<file path="config.mk">
export PLATFORM = sky130hd
export DESIGN_NAME = otpa_ctrl
export DESIGN_NICKNAME = d
export VERILOG_FILES = /design/src/rtl/otpa_pkg.sv /design/src/rtl/otpa_ctrl.sv
export SDC_FILE = /design/constraint.sdc
export NUM_CORES = 1
export LEC_CHECK = 0
export BUFFER_PORTS_ARGS = -buffer_cell sky130_fd_sc_hd__buf_2
export CAP_MARGIN = 15
export CORE_UTILIZATION = 41
export CTS_CLUSTER_DIAMETER = 150
export DETAILED_ROUTE_END_ITERATION = 10
export PLACE_DENSITY_LB_ADDON = 0.2
export SYNTH_ARGS = -nofsm -noshare
export SYNTH_HDL_FRONTEND = slang
export SYNTH_SLANG_ARGS = --single-unit
</file>
<file path="constraint.sdc">
create_clock -name i_clk -period 1.6 [get_ports i_clk]
set_clock_uncertainty 0.2 [all_clocks]
set_input_delay 0.08 -clock i_clk [delete_from_list [all_inputs] [get_ports i_clk]]
set_output_delay 0.08 -clock i_clk [all_outputs]
set_load 0.02 [all_outputs]
</file>
<file path="src/rtl/otpa_pkg.sv">
// Shared types and constants of the fp16 outer-product tile accumulator.
package otpa_pkg;

    localparam int TILE_COLS = 8;
    localparam logic [31:0] QNAN_BITS = 32'h7FC0_0000;

    // Item kinds
    localparam logic [1:0] KIND_PRELOAD = 2'd0;
    localparam logic [1:0] KIND_STEP    = 2'd1;
    localparam logic [1:0] KIND_FINISH  = 2'd2;

    // Configuration register indexes
    localparam logic CFG_ROWS_LOG2 = 1'b0;
    localparam logic CFG_ACC_MODE  = 1'b1;

    typedef struct packed {
        logic [1:0]  kind;
        logic [2:0]  row;
        logic [63:0] lhs_lo;
        logic [63:0] lhs_hi;
        logic [63:0] rhs_lo;
        logic [63:0] rhs_hi;
        logic [63:0] acc_in_01;
        logic [63:0] acc_in_23;
        logic [63:0] acc_in_45;
        logic [63:0] acc_in_67;
    } t_in_item;

    typedef struct packed {
        logic [2:0]  out_row;
        logic [63:0] out_cols_01;
        logic [63:0] out_cols_23;
        logic [63:0] out_cols_45;
        logic [63:0] out_cols_67;
        logic        last_row;
    } t_out_item;

    // Controller to datapath commands
    typedef struct packed {
        logic       op_load;     // latch step operands
        logic       pre_wr;      // write preload row
        logic       rd_en;       // read accumulator row
        logic       step_rd;     // row read feeds the lanes
        logic [2:0] rd_row;
        logic       out_load;    // load output register from read data
        logic       out_last;
        logic       clear_vld;   // tile back to zero
    } t_dp_cmd;

    // Datapath to controller status
    typedef struct packed {
        logic busy;
        logic out_free;
    } t_dp_status;

endpackage

</file>
<file path="src/rtl/otpa_ctrl.sv">
// Controller: configuration registers and the item sequencer.
module otpa_ctrl import otpa_pkg::*; #(
    parameter int MAX_ROWS = 8
) (
    input  logic       i_clk,
    input  logic       i_rst_n,
    input  logic       i_cfg_we,
    input  logic       i_cfg_idx,
    input  logic [1:0] i_cfg_data,
    input  logic       i_in_valid,
    output logic       o_in_ready,
    input  logic [1:0] i_kind,
    input  logic [2:0] i_row,
    output t_dp_cmd    o_cmd,
    input  t_dp_status i_status
);

    typedef enum logic [2:0] {
        S_IDLE,
        S_STEP,
        S_DRAIN,
        S_FIN_RD,
        S_FIN_LD
    } t_state;

    t_state     r_state;
    logic [2:0] r_cnt;
    logic [1:0] r_rows_log2;
    logic       r_acc_mode;
    logic [3:0] rows_pow, rows;
    logic       accept, last;

    // active rows, limited to the tile height
    always_comb begin
        rows_pow = 4'd1 << r_rows_log2;
        rows     = (rows_pow > 4'(MAX_ROWS)) ? 4'(MAX_ROWS) : rows_pow;
        last     = ({1'b0, r_cnt} == rows - 4'd1);
    end

    assign o_in_ready = (r_state == S_IDLE);
    assign accept     = i_in_valid & o_in_ready;

    // commands to the datapath
    always_comb begin
        o_cmd = '0;
        o_cmd.rd_row    = r_cnt;
        o_cmd.op_load   = accept & (i_kind == KIND_STEP);
        o_cmd.pre_wr    = accept & (i_kind == KIND_PRELOAD) & r_acc_mode
                        & ({1'b0, i_row} < 4'(MAX_ROWS));
        o_cmd.step_rd   = (r_state == S_STEP);
        o_cmd.rd_en     = (r_state == S_STEP)
                        | ((r_state == S_FIN_RD) & i_status.out_free);
        o_cmd.out_load  = (r_state == S_FIN_LD);
        o_cmd.out_last  = last;
        o_cmd.clear_vld = (r_state == S_FIN_LD) & last;
    end

    // state, counter and configuration
    always_ff @(posedge i_clk) begin
        if (!i_rst_n) begin
            r_state     <= S_IDLE;
            r_cnt       <= 3'd0;
            r_rows_log2 <= 2'd3;
            r_acc_mode  <= 1'b0;
        end else begin
            if (i_cfg_we) begin
                unique case (i_cfg_idx)
                    CFG_ROWS_LOG2: r_rows_log2 <= i_cfg_data;
                    CFG_ACC_MODE:  r_acc_mode  <= i_cfg_data[0];
                endcase
            end
            unique case (r_state)
                S_IDLE: begin
                    r_cnt <= 3'd0;
                    if (accept && i_kind == KIND_STEP) begin
                        r_state <= S_STEP;
                    end else if (accept && i_kind == KIND_FINISH) begin
                        r_state <= S_FIN_RD;
                    end
                end
                S_STEP: begin
                    if (last) begin
                        r_state <= S_DRAIN;
                    end else begin
                        r_cnt <= r_cnt + 3'd1;
                    end
                end
                S_DRAIN: begin
                    if (!i_status.busy) begin
                        r_state <= S_IDLE;
                    end
                end
                S_FIN_RD: begin
                    if (i_status.out_free) begin
                        r_state <= S_FIN_LD;
                    end
                end
                S_FIN_LD: begin
                    if (last) begin
                        r_state <= S_IDLE;
                    end else begin
                        r_cnt   <= r_cnt + 3'd1;
                        r_state <= S_FIN_RD;
                    end
                end
                default: r_state <= S_IDLE;
            endcase
        end
    end

endmodule
</file>
* Word-level counts from Yosys, hierarchy flattened
Cells that the tools add are included.
** Word-level totals
- Latch bits :: 0
- Memories :: 0
- RAM bits :: 0
- Word-level logic and storage cells :: 48
- Register bits after elaboration :: 9
- Memory bits (read-only) :: 0
** Cells by class
- Magnitude comparators :: 1
- Multiply operators :: 0
- Reduce and logical (&&, ||, !) cells :: 10
- Div/mod/pow operators :: 0
- Shift-type cells :: 1
- Muxes and demuxes :: 10
- Eq/ne operators :: 12
- Bitwise gates (word level) :: 8
- $add $sub $neg :: 2
** Operator list (number)
- 3-bit two-way mux :: 6
- 3-bit one-hot mux with 5 select lines :: 1
- 1-bit bitwise AND :: 6
- 3-bit by 2-bit equality test with 1-bit output (second input constant) :: 2
- 2-bit != test (second input constant) :: 3
- 3-bit one-hot mux with 2 select lines :: 1
- 2-bit AND reduction :: 3
- 3-bit by 4-bit equality test with 1-bit output :: 1
- 4-bit greater-than comparator (second input constant) :: 1
- 4-bit two-way mux :: 1
- 4-bit AND reduction :: 1
- 1-bit by 2-bit << shifter with 4-bit output (first input constant) :: 1
- 4-bit by 1-bit subtractor with 4-bit output (second input constant) :: 1
- 3-bit by 1-bit adder with 3-bit output (second input constant) :: 1
- 3-bit by 1-bit equality test with 1-bit output (second input constant) :: 1
- 3-bit equality test (second input constant) :: 1
- 3-bit logical NOT :: 1
- 3-bit by 1-bit != test with 1-bit output (second input constant) :: 1
- 2-bit by 1-bit equality test with 1-bit output (second input constant) :: 1
- 2-bit equality test (second input constant) :: 1
- 1-bit logical AND :: 2
- 2-bit logical NOT :: 1
- 2-bit two-way mux :: 1
- 2-bit by 1-bit != test with 1-bit output (second input constant) :: 1
- other kinds (4) :: 4

* Logic depth before layout (Yosys ltp)
- Word-level depth :: 7
- Gate-level depth with buffers :: 6
- Depth with buffers taken out :: 5

* Worst setup path after synthesis
No wires, ideal clock.
- Path type :: register to output
- Start :: reg r_cnt[2]
- End :: out o_cmd[0] in the netlist's numbering
- Data required time :: 1.320 ns
- Path slack :: -0.050 ns
- Cell stages (with the launch flop) :: 6
- Data arrival time :: 1.370 ns
- Buffers on the path :: 0
- Cell sequence :: dfxtp_1 xnor2_1 a32oi_4 and2_4 inv_2 and2_1
** RTL lines
- start, declared :: RTL line otpa_ctrl.sv:27 : logic [2:0] r_cnt;
- start signal, assigned :: RTL line otpa_ctrl.sv:85 : r_cnt <= r_cnt + 3'd1;
- start signal, assigned :: RTL line otpa_ctrl.sv:102 : r_cnt <= r_cnt + 3'd1;
- end, declared :: RTL line otpa_ctrl.sv:14 : output t_dp_cmd o_cmd,

==> impl_metrics.ini <==
[run_status]
status = finished, violations left
violations = setup timing

[cells_and_area]
fin_area_sq_um = 1030
n_fill_cell = 101
multiInputGateArea_sq_um = 473
syn_to_final_growth_pct = 71.0
diodes = 0
fin_nets = 132
layout.cells.non_filler = 131
seq_area_sq_um = 191
drive_above_1_share = 0.543

[route]
route.vias.total = 707
drt_iter0_drc = 10
first_pass_iters = 4
vias_per_cell = 5.40
wl_per_cell_microns = 13.5
post-route-drc-count = 0
ant_nets = 0
finalWirelength_microns = 1770

[clock_network]
cts_made_buffers = 3
htreeDepth = 1
cts_tree = done
cts.sinks = 9
cts_root_buf = clkbuf_4
clock_latency_ns = 0.27
clock_tree.buffer_depth = 2
clkTransAtPathRegs_ns = 0.07

[critical_path]
endpoint_kind = primary output
crit_fanout = 3
crit_chain = nor3_4 > a32oi_4 > and2_4 > inv_2 > and2_4 > buf_6
critPathMaxStageDelay_ns = 0.34
crit_type = reg2out
crit_slowest_cell = dfxtp_2
critPathMostFrequentCell = and2_4
startpoint_type = flip-flop
required_ns = 1.32
arrival_ns = 1.49

[grt]
grt_usage = 0.253
grt_max_degree = 10
grt_pass1_vias = 601
antenna_found_initial = 0
grt_pass1_wl_microns = 2710
grt-ovfl-total = 0

[logic_synthesis]
synth_edf_count = 0
synthArstFlopShare = 0
yosysSeqAreaShare = 0.298
syn_nets = 86
synth_area_per_cell_sq_um = 8.51
synth.most_common_cell = dfxtp_1
synthDistinctLibCells = 37
yosysTopAreaCell = dfxtp_1
syn_inst = 71
yosysTopAreaCellShare = 0.298
synth_common_cells = dfxtp_1, nand2_1, nor2_1, a21oi_1, nand3_1
ys_ff_latch = 9
synth_flop_cell = dfxtp_1
synth_area_sq_um = 604
synth_area_leaders = dfxtp_1, nand2_1, a32oi_4
ys_warn_count = 0

[power]
fin_total_pwr_mw = 1.35
p_seq_frac = 0.225
p_sw_uw = 578
p_leak_nw = 0.479
p_per_area_nw_per_um2 = 1310
internal_power_uw = 774
p_comb_frac = 0.640
switching_share = 0.428
irDropWorstVdd_uv = 715
clock_power_share = 0.135

[die]
io_pins = 25
die_h_microns = 40.4
placementRows = 13
fp.dieArea_sq_um = 1630
core_sq_um = 1330
die-width_microns = 40.4
start_util = 0.453

[placed_design]
place_hpwl_microns = 1070
placed_area_sq_um = 783
gp_congestion = 0.671
dp.cells = 114
io_buffers = 21

[sta]
final-hold-violation-count = 0
period_share = 1.11
rsz0062_at_grt = true
worst_pin_slew_ns = 0.307
setup_viol = 6
drv_slew = 0
period_needed_ns = 1.77
fmax_ghz = 0.565
slew_headroom = 0.796
worst_slack_ns = -0.169

[worst_hold_path]
hold_path_class = in2reg

[job]
cap_viol_max_count = 0
critical path: cells and delay by family (launching register included):
family	cells	cell delay, ns
buf+inv	2	0.14
simple gates	3	0.58
compound gates	1	0.16
flops	1	0.34
registers in the layout (all words and copies together), names as in the netlist:
name and cells:
r_rows_log2 2, r_state 3, r_cnt 3, r_acc_mode 1
cell type report:
cell class / instances / area share
multi-input combinational: 56 / 0.458
timing repair buffer: 44 / 0.301
sequential: 9 / 0.185
clock buffer: 4 / 0.0254
tap: 15 / 0.0182
inverter: 3 / 0.0121
what timing repair did:
action / CTS / global route
gates cloned: 0 / 0
gates resized for setup: 18 / 11
setup buffers: 5 / 0
hold buffers: 8 / 1
endpoints found under the setup margin: 6 / 11
pin swaps: 5 / 5
hold endpoints to repair: 6 / 1
per-stage QoR:
step / setup WS (ns) / utilization / hold WS (ns) / setup TNS (ns)
finish: -0.169 / 0.775 / 0.0435 / -0.469
global route: -0.230 / 0.775 / 0.0493 / -0.858
CTS: -0.152 / 0.746 / 0.0337 / -0.208
detailed placement: -0.00101 / 0.587 / 0.102 / -0.00101
global placement: 0.0212 / 0.587 / 0.0968 / 0
floorplan: 0.00140 / - / 0.00845 / 0
routing by layer:
layer	routed length, microns	vias to the layer above	global-route usage	part of all wire
li1	-	350	-	-
met1	769	336	0.293	0.43
met2	914	21	0.460	0.52
met3	88	0	0.100	0.050
met4	0	0	0	0
met5	0	-	0	0
cell usage in the layout, fill, tap and decap left out, drive strengths merged:
cell	synthesis	layout
a21bo	1	1
a21boi	2	2
a21o	1	1
a21oi	4	4
a221oi	1	1
a31oi	2	2
a32oi	1	1
a41o	1	1
a41oi	1	1
and2	3	3
and3	1	1
buf	2	36
clkbuf	1	4
clkinv	1	1
dfxtp	9	9
dlygate4sd3	0	8
ha	1	1
inv	2	2
mux2i	2	2
nand2	8	8
nand2b	3	3
nand3	4	4
nand3b	1	1
nand4	1	1
nor2	7	7
nor2b	1	1
nor3	1	1
nor4bb	2	2
o22ai	1	1
o2bb2ai	1	1
or2b	1	1
or3	1	1
or4bb	1	1
xnor2	1	1
xor2	1	1
power groups by stage:
stage               Clock, mW  Sequential [mW]  Combinational (mW)
global route            0.196            0.308               0.936
floorplan                   0            0.352               0.413
finish                  0.183            0.304               0.866
global placement            0            0.302               0.656
CTS                     0.190            0.302               0.794
detailed placement          0            0.304               0.667
kinds of logic after synthesis:
logic type,after synthesis,synth area share
and+or+nand+nor,35,0.327
AOI/OAI and AO/OA,16,0.234
DFF,9,0.298
buffers and inverters,6,0.0579
xor gates and xnor gates,2,0.0290
muxes,2,0.0331
adders and majority gates,1,0.0207
worst paths after layout:
kind | from | to | slack (ns) | cells past startpoint
worst max register to register | r_rows_log2[1]$_SDFFE_PN1P_ | r_state[0]$_SDFFE_PN0P_ | -0.08 | 6
worst min register to register | r_acc_mode$_SDFFE_PN0P_ | r_acc_mode$_SDFFE_PN0P_ | 0.25 | 2
worst max-delay path | r_rows_log2[1]$_SDFFE_PN1P_ | o_cmd[0] | -0.17 | 6
worst min-delay path | i_in_valid | r_state[1]$_SDFFE_PN0P_ | 0.04 | 4
Power figures use the tool's default switching activity.
